<file path="src/rtl/sab_pkg.sv">
package sab_pkg;

  localparam int TEX_TEXELS   = 65536;
  localparam int MAX_TEX_SIDE = 256;
  localparam int COORD_BITS   = 12;

  localparam int ADDR_W    = $clog2(TEX_TEXELS);
  localparam int SIDE_W    = $clog2(MAX_TEX_SIDE + 1);
  localparam int IDX_W     = $clog2(MAX_TEX_SIDE);
  localparam int COORD_W   = COORD_BITS;
  localparam int EDGE_W    = COORD_BITS + 2;
  localparam int POS_W     = 17;
  localparam int DIM_W     = 16;
  localparam int SCALE_W   = 24;
  localparam int TEXDIM_W  = 9;
  localparam int CFG_W     = 24;
  localparam int CFG_IDX_W = 3;
  localparam int OFF_W     = COORD_BITS + 7;
  localparam int PROD_W    = OFF_W + SCALE_W + 1;
  localparam int PICK_SHIFT = 20;
  localparam int TEXEL_W   = 32;

  localparam logic [CFG_IDX_W-1:0] REG_POS_X       = 3'd0;
  localparam logic [CFG_IDX_W-1:0] REG_POS_Y       = 3'd1;
  localparam logic [CFG_IDX_W-1:0] REG_DRAW_WIDTH  = 3'd2;
  localparam logic [CFG_IDX_W-1:0] REG_DRAW_HEIGHT = 3'd3;
  localparam logic [CFG_IDX_W-1:0] REG_SCALE_X     = 3'd4;
  localparam logic [CFG_IDX_W-1:0] REG_SCALE_Y     = 3'd5;
  localparam logic [CFG_IDX_W-1:0] REG_TEX_WIDTH   = 3'd6;
  localparam logic [CFG_IDX_W-1:0] REG_TEX_HEIGHT  = 3'd7;

  localparam logic CMD_LOAD  = 1'b0;
  localparam logic CMD_BLEND = 1'b1;

  typedef struct packed {
    logic               cmd;
    logic [15:0]        texel_index;
    logic [COORD_W-1:0] pixel_x;
    logic [COORD_W-1:0] pixel_y;
    logic [7:0]         red;
    logic [7:0]         green;
    logic [7:0]         blue;
    logic [7:0]         alpha_in;
  } in_word_t;

  typedef struct packed {
    logic [7:0] out_red;
    logic [7:0] out_green;
    logic [7:0] out_blue;
    logic [7:0] out_alpha;
    logic       inside_rect;
  } out_word_t;

  typedef struct packed {
    logic [POS_W-1:0]   pos_x;
    logic [POS_W-1:0]   pos_y;
    logic [SCALE_W-1:0] scale_x;
    logic [SCALE_W-1:0] scale_y;
    logic               draw_en;
    logic [EDGE_W-1:0]  left;
    logic [EDGE_W-1:0]  right;
    logic [EDGE_W-1:0]  top;
    logic [EDGE_W-1:0]  bottom;
    logic [SIDE_W-1:0]  tw;
    logic [IDX_W-1:0]   tw_m1;
    logic [IDX_W-1:0]   th_m1;
  } setup_t;

  typedef struct packed {
    logic              blend;
    logic              hit;
    logic [ADDR_W-1:0] addr;
    logic [7:0]        red;
    logic [7:0]        green;
    logic [7:0]        blue;
    logic [7:0]        alpha;
  } pix_t;

  typedef struct packed {
    logic               en;
    logic               we;
    logic [ADDR_W-1:0]  addr;
    logic [TEXEL_W-1:0] wdata;
  } mem_req_t;

endpackage

</file>
<file path="src/rtl/sab_blend.sv">
module sab_blend (
  input  logic                                clk,
  input  logic                                rst,
  input  logic                                adv,
  input  logic                                pix_valid,
  input  sab_pkg::pix_t                       pix,
  input  logic [sab_pkg::TEXEL_W-1:0]         rdata,
  output logic                                result_valid,
  output sab_pkg::out_word_t                  result
);

  function automatic logic [7:0] mix8(logic [7:0] d, logic [7:0] s, logic [7:0] a);
    logic signed [8:0]  diff;
    logic signed [17:0] p;
    diff = $signed({1'b0, s}) - $signed({1'b0, d});
    p = diff * $signed({1'b0, a});
    return d + p[15:8];
  endfunction

  logic               v4;
  sab_pkg::pix_t      p4;
  logic [7:0]         tr;
  logic [7:0]         tg;
  logic [7:0]         tb;
  logic [7:0]         ta;
  sab_pkg::out_word_t res_next;

  always_comb begin
    tr = rdata[7:0];
    tg = rdata[15:8];
    tb = rdata[23:16];
    ta = rdata[31:24];
    res_next.out_red     = p4.red;
    res_next.out_green   = p4.green;
    res_next.out_blue    = p4.blue;
    res_next.out_alpha   = p4.alpha;
    res_next.inside_rect = p4.hit;
    if (p4.hit) begin
      if (ta == 8'hff) begin
        res_next.out_red   = tr;
        res_next.out_green = tg;
        res_next.out_blue  = tb;
        res_next.out_alpha = 8'hff;
      end else if (ta != 8'h00) begin
        res_next.out_red   = mix8(p4.red, tr, ta);
        res_next.out_green = mix8(p4.green, tg, ta);
        res_next.out_blue  = mix8(p4.blue, tb, ta);
        res_next.out_alpha = mix8(p4.alpha, 8'hff, ta);
      end
    end
  end

  always_ff @(posedge clk) begin
    if (rst) begin
      v4           <= 1'b0;
      result_valid <= 1'b0;
    end else if (adv) begin
      v4           <= pix_valid;
      result_valid <= v4 && p4.blend;
    end
    if (adv) begin
      p4     <= pix;
      result <= res_next;
    end
  end

endmodule

</file>
<file path="config.mk">
export PLATFORM = sky130hd
export DESIGN_NAME = sab_blend
export DESIGN_NICKNAME = d
export VERILOG_FILES = /design/src/rtl/sab_pkg.sv /design/src/rtl/sab_blend.sv
export SDC_FILE = /design/constraint.sdc
export NUM_CORES = 1
export LEC_CHECK = 0
export BUFFER_PORTS_ARGS = -buffer_cell sky130_fd_sc_hd__buf_2
export CORE_MARGIN = 5
export CORE_UTILIZATION = 57
export CTS_CLUSTER_SIZE = 14
export DETAILED_ROUTE_END_ITERATION = 7
export PLACE_DENSITY_LB_ADDON = 0.12
export RECOVER_POWER = 25
export SKIP_CTS_REPAIR_TIMING = 1
export SYNTH_ARGS = -nofsm -noshare
export SYNTH_HDL_FRONTEND = slang
export SYNTH_SLANG_ARGS = --single-unit
</file>
<file path="constraint.sdc">
create_clock -name clk -period 8.7 [get_ports clk]
set_input_delay 1.74 -clock clk [delete_from_list [all_inputs] [get_ports clk]]
set_output_delay 1.74 -clock clk [all_outputs]
set_load 0.05 [all_outputs]
</file>
==> metrics.txt <==
status complete, but fails checks; failing checks capacitance limit, slew limit; chip height 166 µm; RSZ-0062 raised after global routing true; Worst slew margin -159%; FP Rows 57; DP HPWL 26.4 mm; area of the core 0.0242 mm²; library cells used by synthesis 62; CP startpoint kind input pin; clk_skew 0.0167 ns; Slew Limit Fails 71; number of global-route vias before repair 11500; CTS Buffer Depth 2; Crit path top cell by count fa_1; Final period util 96.8%; die footprint 0.0276 mm²; Post-Synthesis Net Count 1973; IO Pins 120; Vias/cell 5.29; kind of critical path in2reg; Mapped Area 0.0139 mm²; Die W 166 µm; Final setup viols 0; Num CTS Buffers 9; GPL Wtd Cong 0.835; dpl ws -0.583 ns; Fillers 1948; Clk Latency, worst-skew pair 0.36 ns; Slowest cell on crit path fa_1; Root Buffer clkbuf_16; achievable clock frequency 119 MHz; min cycle time layout 8.43 ns; post-layout util 67.9%; Ys Warns 0; nets 2193; Tightest Pin Transition 3.89 ns; gr usage total 24.7%; EDFF count, synth 67; Port Buffer Count 103; CP max stage delay 0.58 ns; register bit total from synthesis 69; vias 10900; Seq/Total Area, Yosys 14.8%; worst hold path class reg2reg; initial core utilization 57.4%; ANT cells 0; Final ANT Viol Nets 0; Data required, critical path 8.81 ns; Pre-Repair DR Iteration Count 5; clock slew at reported path FFs 0.07 ns; Hold Fails Final Rpt 0; H-tree depth 3; first-pass GRT wire length 55.8 mm; final wirelength 33.5 mm; CP Max Fanout 4; antenna violations before repair 1; Routed wire per std cell 16.3 µm; # clock sinks 69; post-route setup slack 0.275 ns; Synth-to-Final Area Change 18.4%; ys async rst share 0%; Post-Syn Instances 1510; # DRC 0; critical path capture point type flip-flop; global route overflow 0; Largest delay share family, worst path adder cells; Arr. time, crit path 8.53 ns; Initial DRC Count 538; pin count of the biggest net entering global routing 71; CTS tree built; max_cap viols 1; ratio of cells with drive above 1 in the final layout 19.0%; crit path buf inv count 5; Post-synth top flop edfxtp_1; Syn Area/Cell 9.19 µm²
## synthesized netlist by cell type, types with 7 or more instances
library cell	count	area (µm²)
and3_1	11	68.8
fa_1	203	4060
xor2_1	17	149
nand2b_1	52	325
inv_1	320	1200
o21a_1	14	105
nor3_1	11	55.1
o21ai_0	34	170
a21boi_0	7	52.6
nand2_1	127	477
xnor2_1	59	517
nor2_1	60	225
clkbuf_1	43	161
nand3_1	26	130
a21o_1	12	90.1
nor2b_1	65	407
o22ai_1	15	93.8
edfxtp_1	67	2010
ha_1	174	2180
a22oi_1	13	97.6
and2_1	67	419
a21oi_1	34	170
## state kept, by name, indices dropped and copies added, names as in the netlist
register and flops:
result_valid 1, v4 1, result 33, p4 34
## metrics by stage
step                instances  instance area (µm²)  hold slack (ns)  TNS (ns)
floorplan                1510                13900            0.424         0
global placement         2034                15700            0.450     -1.04
detailed placement       2034                15700            0.451     -1.35
CTS                      2050                16100            0.464    -0.272
global route             2059                16400            0.478    -0.201
finish                   2059                16400            0.462         0
## cells in the final DEF, fill, tap and decap left out, types with 4 or more instances in the layout
master	netlist	routed
nor2_2	0	4
nor2_1	60	56
edfxtp_1	67	67
o21ai_2	3	10
nor3_1	11	8
a21oi_2	0	6
nand2b_1	52	52
a21oi_1	34	28
inv_1	320	318
nand3_1	26	24
a31oi_1	4	4
xor2_1	17	17
nor2b_1	65	63
buf_4	1	147
o21ai_0	34	23
fa_1	203	201
and2_1	67	67
xnor2_2	0	5
and3_1	11	10
clkbuf_16	0	9
clkbuf_1	43	6
a21o_1	12	12
o21a_1	14	14
nand2_1	127	125
and2b_1	5	5
o22ai_1	15	14
a21boi_2	0	4
nor4_1	6	6
o21ai_1	3	7
ha_1	174	170
buf_2	0	99
xnor2_1	59	54
a22oi_1	13	13
## layer usage
layer | track usage [%] | vias up | part of all wire, %
met1 | 32.8 | 5396 | 44
met3 | 4.76 | 35 | 6.0
li1 | - | 5215 | -
met2 | 42.7 | 247 | 49
met5 | 0 | - | 0.021
met4 | 5.09 | 2 | 1.4
## final timing paths
kind | startpoint | slack (ns) | depth (start not counted) | endpoint
worst min register to register | result_valid$_SDFFE_PP0P_ | 0.46 | 2 | result_valid$_SDFFE_PP0P_
worst max-delay path | rdata[1] | 0.27 | 34 | result[32]$_DFFE_PP_
worst min-delay path | result_valid$_SDFFE_PP0P_ | 0.46 | 2 | result_valid$_SDFFE_PP0P_
worst max register to register | p4[25]$_DFFE_PP_ | 1.17 | 34 | result[32]$_DFFE_PP_
## worst reg2reg max path, delay by kind of cell, from the launching register on
kind	cells	cell delay (ns)
AOI/OAI and AO/OA	11	2.04
adders and majority gates	7	2.79
DFF	1	0.48
and+or+nand+nor	9	1.23
buffers and inverters	5	0.46
xor gates and xnor gates	2	0.29
## logic make-up after synthesis
| logic type | count (synthesis) | share of synthesized area [%] |
|---|---|---|
| adder cells (fa/ha/maj) | 377 | 45.0 |
| AO/OA/AOI/OAI | 169 | 8.23 |
| multiplexers | 3 | 0.216 |
| flip-flops | 69 | 14.8 |
| XOR/XNOR | 78 | 5.12 |
| AND/OR/NAND/NOR | 448 | 16.7 |
| buffers and inverters | 366 | 9.93 |
## layout make-up
| type | instances | area (µm²) | share of cell area [%] |
|---|---|---|---|
| Tap cell | 324 | 405 | 2.47 |
| Clock inverter | 6 | 113 | 0.686 |
| Clock buffer | 10 | 229 | 1.39 |
| Sequential cell | 69 | 2050 | 12.5 |
| Inverter | 320 | 1200 | 7.31 |
| Timing Repair Buffer | 255 | 1680 | 10.2 |
| Multi-Input combinational cell | 1075 | 10700 | 65.4 |
Power is left out: the tool's default activity adds up to more than one toggle a clock period on the data nets, which glitch-free logic cannot reach.
