$ cat src/rtl/sab_pkg.sv
package sab_pkg;

  localparam int TEX_TEXELS   = 65536;
  localparam int MAX_TEX_SIDE = 256;
  localparam int COORD_BITS   = 12;

  localparam int ADDR_W    = $clog2(TEX_TEXELS);
  localparam int SIDE_W    = $clog2(MAX_TEX_SIDE + 1);
  localparam int IDX_W     = $clog2(MAX_TEX_SIDE);
  localparam int COORD_W   = COORD_BITS;
  localparam int EDGE_W    = COORD_BITS + 2;
  localparam int POS_W     = 17;
  localparam int DIM_W     = 16;
  localparam int SCALE_W   = 24;
  localparam int TEXDIM_W  = 9;
  localparam int CFG_W     = 24;
  localparam int CFG_IDX_W = 3;
  localparam int OFF_W     = COORD_BITS + 7;
  localparam int PROD_W    = OFF_W + SCALE_W + 1;
  localparam int PICK_SHIFT = 20;
  localparam int TEXEL_W   = 32;

  localparam logic [CFG_IDX_W-1:0] REG_POS_X       = 3'd0;
  localparam logic [CFG_IDX_W-1:0] REG_POS_Y       = 3'd1;
  localparam logic [CFG_IDX_W-1:0] REG_DRAW_WIDTH  = 3'd2;
  localparam logic [CFG_IDX_W-1:0] REG_DRAW_HEIGHT = 3'd3;
  localparam logic [CFG_IDX_W-1:0] REG_SCALE_X     = 3'd4;
  localparam logic [CFG_IDX_W-1:0] REG_SCALE_Y     = 3'd5;
  localparam logic [CFG_IDX_W-1:0] REG_TEX_WIDTH   = 3'd6;
  localparam logic [CFG_IDX_W-1:0] REG_TEX_HEIGHT  = 3'd7;

  localparam logic CMD_LOAD  = 1'b0;
  localparam logic CMD_BLEND = 1'b1;

  typedef struct packed {
    logic               cmd;
    logic [15:0]        texel_index;
    logic [COORD_W-1:0] pixel_x;
    logic [COORD_W-1:0] pixel_y;
    logic [7:0]         red;
    logic [7:0]         green;
    logic [7:0]         blue;
    logic [7:0]         alpha_in;
  } in_word_t;

  typedef struct packed {
    logic [7:0] out_red;
    logic [7:0] out_green;
    logic [7:0] out_blue;
    logic [7:0] out_alpha;
    logic       inside_rect;
  } out_word_t;

  typedef struct packed {
    logic [POS_W-1:0]   pos_x;
    logic [POS_W-1:0]   pos_y;
    logic [SCALE_W-1:0] scale_x;
    logic [SCALE_W-1:0] scale_y;
    logic               draw_en;
    logic [EDGE_W-1:0]  left;
    logic [EDGE_W-1:0]  right;
    logic [EDGE_W-1:0]  top;
    logic [EDGE_W-1:0]  bottom;
    logic [SIDE_W-1:0]  tw;
    logic [IDX_W-1:0]   tw_m1;
    logic [IDX_W-1:0]   th_m1;
  } setup_t;

  typedef struct packed {
    logic              blend;
    logic              hit;
    logic [ADDR_W-1:0] addr;
    logic [7:0]        red;
    logic [7:0]        green;
    logic [7:0]        blue;
    logic [7:0]        alpha;
  } pix_t;

  typedef struct packed {
    logic               en;
    logic               we;
    logic [ADDR_W-1:0]  addr;
    logic [TEXEL_W-1:0] wdata;
  } mem_req_t;

endpackage

$ cat src/rtl/sab_addr.sv
module sab_addr (
  input  logic                clk,
  input  logic                rst,
  input  logic                adv,
  input  logic                item_valid,
  input  sab_pkg::in_word_t   item,
  input  sab_pkg::setup_t     setup,
  output logic                pix_valid,
  output sab_pkg::pix_t       pix,
  output sab_pkg::mem_req_t   req
);

  localparam int SUM_W = sab_pkg::ADDR_W + sab_pkg::SIDE_W + sab_pkg::IDX_W;

  function automatic logic [sab_pkg::IDX_W-1:0] pick(
    logic signed [sab_pkg::PROD_W-1:0] p,
    logic [sab_pkg::IDX_W-1:0] lim
  );
    logic [sab_pkg::PROD_W-sab_pkg::PICK_SHIFT-1:0] q;
    q = p[sab_pkg::PROD_W-1:sab_pkg::PICK_SHIFT];
    if (p[sab_pkg::PROD_W-1] || p == '0) begin
      return '0;
    end else if (q > (sab_pkg::PROD_W-sab_pkg::PICK_SHIFT)'(lim)) begin
      return lim;
    end else begin
      return q[sab_pkg::IDX_W-1:0];
    end
  endfunction

  // stage 0: captured word
  logic              v0;
  sab_pkg::in_word_t w0;

  // stage 1: offsets
  logic                               v1;
  sab_pkg::pix_t                      p1;
  logic signed [sab_pkg::OFF_W-1:0]   off_x;
  logic signed [sab_pkg::OFF_W-1:0]   off_y;

  // stage 2: scaled offsets
  logic                               v2;
  sab_pkg::pix_t                      p2;
  logic signed [sab_pkg::PROD_W-1:0]  prod_x;
  logic signed [sab_pkg::PROD_W-1:0]  prod_y;

  // stage 3: texel coordinates
  logic                      v3;
  sab_pkg::pix_t             p3;
  logic [sab_pkg::IDX_W-1:0] sx;
  logic [sab_pkg::IDX_W-1:0] sy;

  logic                              inside0;
  sab_pkg::pix_t                     p0;
  logic signed [sab_pkg::OFF_W-1:0]  off_x_next;
  logic signed [sab_pkg::OFF_W-1:0]  off_y_next;
  logic [SUM_W-1:0]                  sum;

  always_comb begin
    inside0 = setup.draw_en
      && (sab_pkg::EDGE_W'(w0.pixel_x) >= setup.left)
      && (sab_pkg::EDGE_W'(w0.pixel_x) < setup.right)
      && (sab_pkg::EDGE_W'(w0.pixel_y) >= setup.top)
      && (sab_pkg::EDGE_W'(w0.pixel_y) < setup.bottom);
    off_x_next = sab_pkg::OFF_W'($signed({1'b0, w0.pixel_x, 4'b0000}))
      - sab_pkg::OFF_W'($signed(setup.pos_x));
    off_y_next = sab_pkg::OFF_W'($signed({1'b0, w0.pixel_y, 4'b0000}))
      - sab_pkg::OFF_W'($signed(setup.pos_y));
    p0.blend  = (w0.cmd == sab_pkg::CMD_BLEND);
    p0.hit    = inside0;
    p0.addr   = sab_pkg::ADDR_W'(w0.texel_index);
    p0.red    = w0.red;
    p0.green  = w0.green;
    p0.blue   = w0.blue;
    p0.alpha  = w0.alpha_in;
  end

  always_comb begin
    sum = SUM_W'(sy) * SUM_W'(setup.tw) + SUM_W'(sx);
    pix_valid = v3;
    pix       = p3;
    req.en    = adv;
    req.we    = v3 && !p3.blend;
    req.addr  = p3.blend ? sum[sab_pkg::ADDR_W-1:0] : p3.addr;
    req.wdata = {p3.alpha, p3.blue, p3.green, p3.red};
  end

  always_ff @(posedge clk) begin
    if (rst) begin
      v0 <= 1'b0;
      v1 <= 1'b0;
      v2 <= 1'b0;
      v3 <= 1'b0;
    end else if (adv) begin
      v0 <= item_valid;
      v1 <= v0;
      v2 <= v1;
      v3 <= v2;
    end
    if (adv) begin
      w0     <= item;
      p1     <= p0;
      off_x  <= off_x_next;
      off_y  <= off_y_next;
      p2     <= p1;
      prod_x <= off_x * $signed({1'b0, setup.scale_x});
      prod_y <= off_y * $signed({1'b0, setup.scale_y});
      p3     <= p2;
      sx     <= pick(prod_x, setup.tw_m1);
      sy     <= pick(prod_y, setup.th_m1);
    end
  end

endmodule

$ cat config.mk
export PLATFORM = sky130hd
export DESIGN_NAME = sab_addr
export DESIGN_NICKNAME = d
export VERILOG_FILES = /design/src/rtl/sab_pkg.sv /design/src/rtl/sab_addr.sv
export SDC_FILE = /design/constraint.sdc
export NUM_CORES = 2
export LEC_CHECK = 0
export BUFFER_PORTS_ARGS = -buffer_cell sky130_fd_sc_hd__buf_4
export CAP_MARGIN = 20
export CORE_MARGIN = 3
export CORE_UTILIZATION = 30
export DETAILED_ROUTE_END_ITERATION = 12
export PLACE_DENSITY = 0.45
export SLEW_MARGIN = 10
export SYNTH_ARGS = -nofsm -noshare
export SYNTH_HDL_FRONTEND = slang
export SYNTH_SLANG_ARGS = --single-unit
export TNS_END_PERCENT = 50
$ cat constraint.sdc
create_clock -name clk -period 7.52 [get_ports clk]
set_input_delay 1.128 -clock clk [delete_from_list [all_inputs] [get_ports clk]]
set_output_delay 1.128 -clock clk [all_outputs]
set_load 0.03 [all_outputs]
==> flow_summary.ini <==
[placement]
port_buffers = 341
dp_hpwl_mm = 98.3
dpl.cell_count = 6832
place_congestion = 0.823

[global_route]
antenna_found_initial = 7
grt_pass1_vias = 32678
gr-total-overflow = 0
grt_max_degree = 82
grt_first_pass_wirelength_mm = 189
grt_usage_pct = 15.3

[sta]
tightest_slew_ns = 1.01
finalClockSkew_ns = 0.0308
slew-limit-headroom_pct = 32.4
fmax_ghz = 0.143
setup_viol = 0
finalMaxSlewViolations = 0
grt_setup_unrepaired = false
fin_tns_setup_ns = 0
fin_crit_sh_pct = 93.1
hold_violations = 0
hold_ws_ns = 0.386
min_period_ns = 7.00

[layout]
instances_no_fill = 6920
syn_to_final_growth_pct = 15.1
final_common_cell = inv_1
fin_nets = 6275
final_cell_mix = inv_1 (1074), fa_1 (753), nand2_1 (581)
final_layout_size_suffix_gt1_share_pct = 11.9

[synth]
synth_cells = 4528
syn_area_mm2 = 0.0456
ys_types = 67
synth_fp_nets = 5936
synth.avg_cell_area_um2 = 10.1
synthArstFlopShare_pct = 0
synth_edf_count = 361
yosysWarnings = 0
synthFlopType = edfxtp_1
yosysSeqAreaShare_pct = 24.0
synth-seq-cells = 365

[hold_path]
hp-class = reg -> reg
min_delay_path_depth = 0

[route]
drc = 0
drt_wl_total_mm = 118
wl_per_cell_um = 17.1
drt-initial-drc-count = 1466
vias = 30480
dr.pass1.iters = 8
ant_nets = 0
post_drt_via_cell_ratio = 4.40

[critical_path]
worst-path-max-fanout = 8
startpoint_type = primary input
arrival_ns = 5.88
crit_family = adder cells
slowest_stage = fa_1
path_cells = buf_4 -> nand2_1 -> fa_1 -> fa_1 -> fa_1 -> fa_1 -> inv_1 -> ha_1 -> o21ai_0 -> a21boi_0 -> o21ai_0 -> a21boi_0 -> o21ai_0 -> a21oi_1 -> o41ai_1 -> xnor2_1 -> buf_4 -> mux2_2 -> buf_4
endpoint_kind = primary output
critPathKind = in -> out
cp.depth = 19
cp_common_cell = fa_1
critPathBufInv = 4
reg2reg_depth = 22
slowest_delay_ns = 0.51
worst_ep_required_time_ns = 6.39

[floorplanning]
die_h_um = 396
io_pins = 342
coreArea_mm2 = 0.150
die-width_um = 396
rows = 142
dieArea_mm2 = 0.157
initial_utilization_pct = 30.3

[clock_network]
clkSlewWorstSetupHoldPaths_ns = 0.06
numClockSinks = 365
postCtsSetupBuffers = 0
htree_levels = 2
ctsResizeCount = 0
cts_tree = done
cts_root_buf = clkbuf_16
postCtsHoldBufs = 0
cts.path.max_buffers = 3
clock_latency_ns = 0.63
cts_buffers = 48

[outcome]
status = complete, no violations

[flow_run]
drv_cap = 0
## worst reg2reg max path: cells and delay by family, from the launching register on
family / cells / cell delay [ns]
adders and majority gates: 7 / 3.34
AOI/OAI and AO/OA: 6 / 1.52
buffers and inverters: 5 / 0.59
and+or+nand+nor: 4 / 0.51
DFF: 1 / 0.78
## path summary, 6_finish.rpt
| check | from | end | slack [ns] |
|---|---|---|---|
| worst max-delay path | setup[22] | req[47] | 0.52 |
| worst min register to register | p0[32] | p1[32] | 0.39 |
| worst max register to register | off_x[12] | prod_x[42] | 0.52 |
| worst min-delay path | p0[32] | p1[32] | 0.39 |
## routing by layer
metal | share of wire (%) | wire, um | vias up | GRT usage, %
met5 | 0 | 0 | - | 0
met4 | 1.6 | 1910 | 0 | 2.64
met3 | 5.9 | 6920 | 105 | 2.92
met2 | 43 | 51200 | 681 | 23.7
met1 | 49 | 58200 | 15205 | 22.6
li1 | - | - | 14489 | -
## logic make-up (layout without fill, tap and decap cells)
| group | after synthesis | in the layout | synth area share (%) |
|---|---|---|---|
| multiplexers | 34 | 34 | 0.783 |
| buffers and inverters | 1273 | 1644 | 10.8 |
| AO/OA/AOI/OAI | 342 | 342 | 4.82 |
| AND/OR/NAND/NOR | 1240 | 1240 | 13.2 |
| other | 0 | 5 | 0 |
| flip-flops | 365 | 365 | 24.0 |
| XOR/XNOR | 107 | 107 | 2.06 |
| adder cells (fa/ha/maj) | 1167 | 1167 | 44.5 |
## Yosys cell counts (3+ instances only)
| cell | n | area share, % |
|---|---|---|
| a211oi_1 | 11 | 0.18 |
| a21boi_0 | 10 | 0.16 |
| a21o_1 | 65 | 1.1 |
| a21oi_1 | 108 | 1.2 |
| a221o_1 | 5 | 0.11 |
| a221oi_1 | 3 | 0.058 |
| a31oi_1 | 5 | 0.069 |
| and2_1 | 362 | 5.0 |
| and3_1 | 12 | 0.16 |
| and4_1 | 3 | 0.058 |
| buf_1 | 3 | 0.025 |
| buf_4 | 33 | 0.54 |
| clkbuf_1 | 162 | 1.3 |
| dfxtp_1 | 4 | 0.18 |
| edfxtp_1 | 361 | 24 |
| fa_1 | 753 | 33 |
| ha_1 | 414 | 11 |
| inv_1 | 1074 | 8.8 |
| mux2_2 | 13 | 0.32 |
| mux2i_1 | 21 | 0.46 |
| nand2_1 | 581 | 4.8 |
| nand2b_1 | 37 | 0.51 |
| nand3_1 | 32 | 0.35 |
| nand4_1 | 18 | 0.25 |
| nor2_1 | 109 | 0.90 |
| nor2b_1 | 25 | 0.34 |
| nor3_1 | 20 | 0.22 |
| nor4_1 | 25 | 0.34 |
| o21a_1 | 11 | 0.18 |
| o21ai_0 | 65 | 0.71 |
| o21ai_1 | 3 | 0.033 |
| o21bai_1 | 15 | 0.25 |
| o31a_1 | 6 | 0.12 |
| o31ai_1 | 6 | 0.099 |
| o41ai_1 | 5 | 0.096 |
| or2_2 | 5 | 0.069 |
| xnor2_1 | 76 | 1.5 |
| xor2_1 | 31 | 0.60 |
## stage by stage
step | setup WS (ns) | cell area (um^2) | utilization, %
after global routing | 0.0166 | 52400 | 34.9
after CTS | 0.378 | 52400 | 34.9
after floorplan | 0.0786 | 45600 | -
after global placement | 0.113 | 50900 | 33.9
after detailed placement | 0.0316 | 50900 | 33.9
final | 0.516 | 52400 | 34.9
## flip-flops by register name, summed over array words and instances (netlist names)
name and flops:
pix 50, w0 24, v0 1, p1 50
sy 8, off_x 18, v1 1, off_y 18
sx 8, prod_x 43, p2 50, pix_valid 1
p0 49, v2 1, prod_y 43
## cell type report
cell class	instances	area [um^2]
sequential	365	10900
antenna	5	12.5
inverter	1075	4040
tap	2016	2520
timing repair buffer	487	3690
clock inverter	28	305
clock buffer	54	1220
fill	15483	97900
multi-input combinational	2890	29700
Power is left out: the tool's default activity adds up to more than one toggle a clock period on the data nets, which glitch-free logic cannot reach.
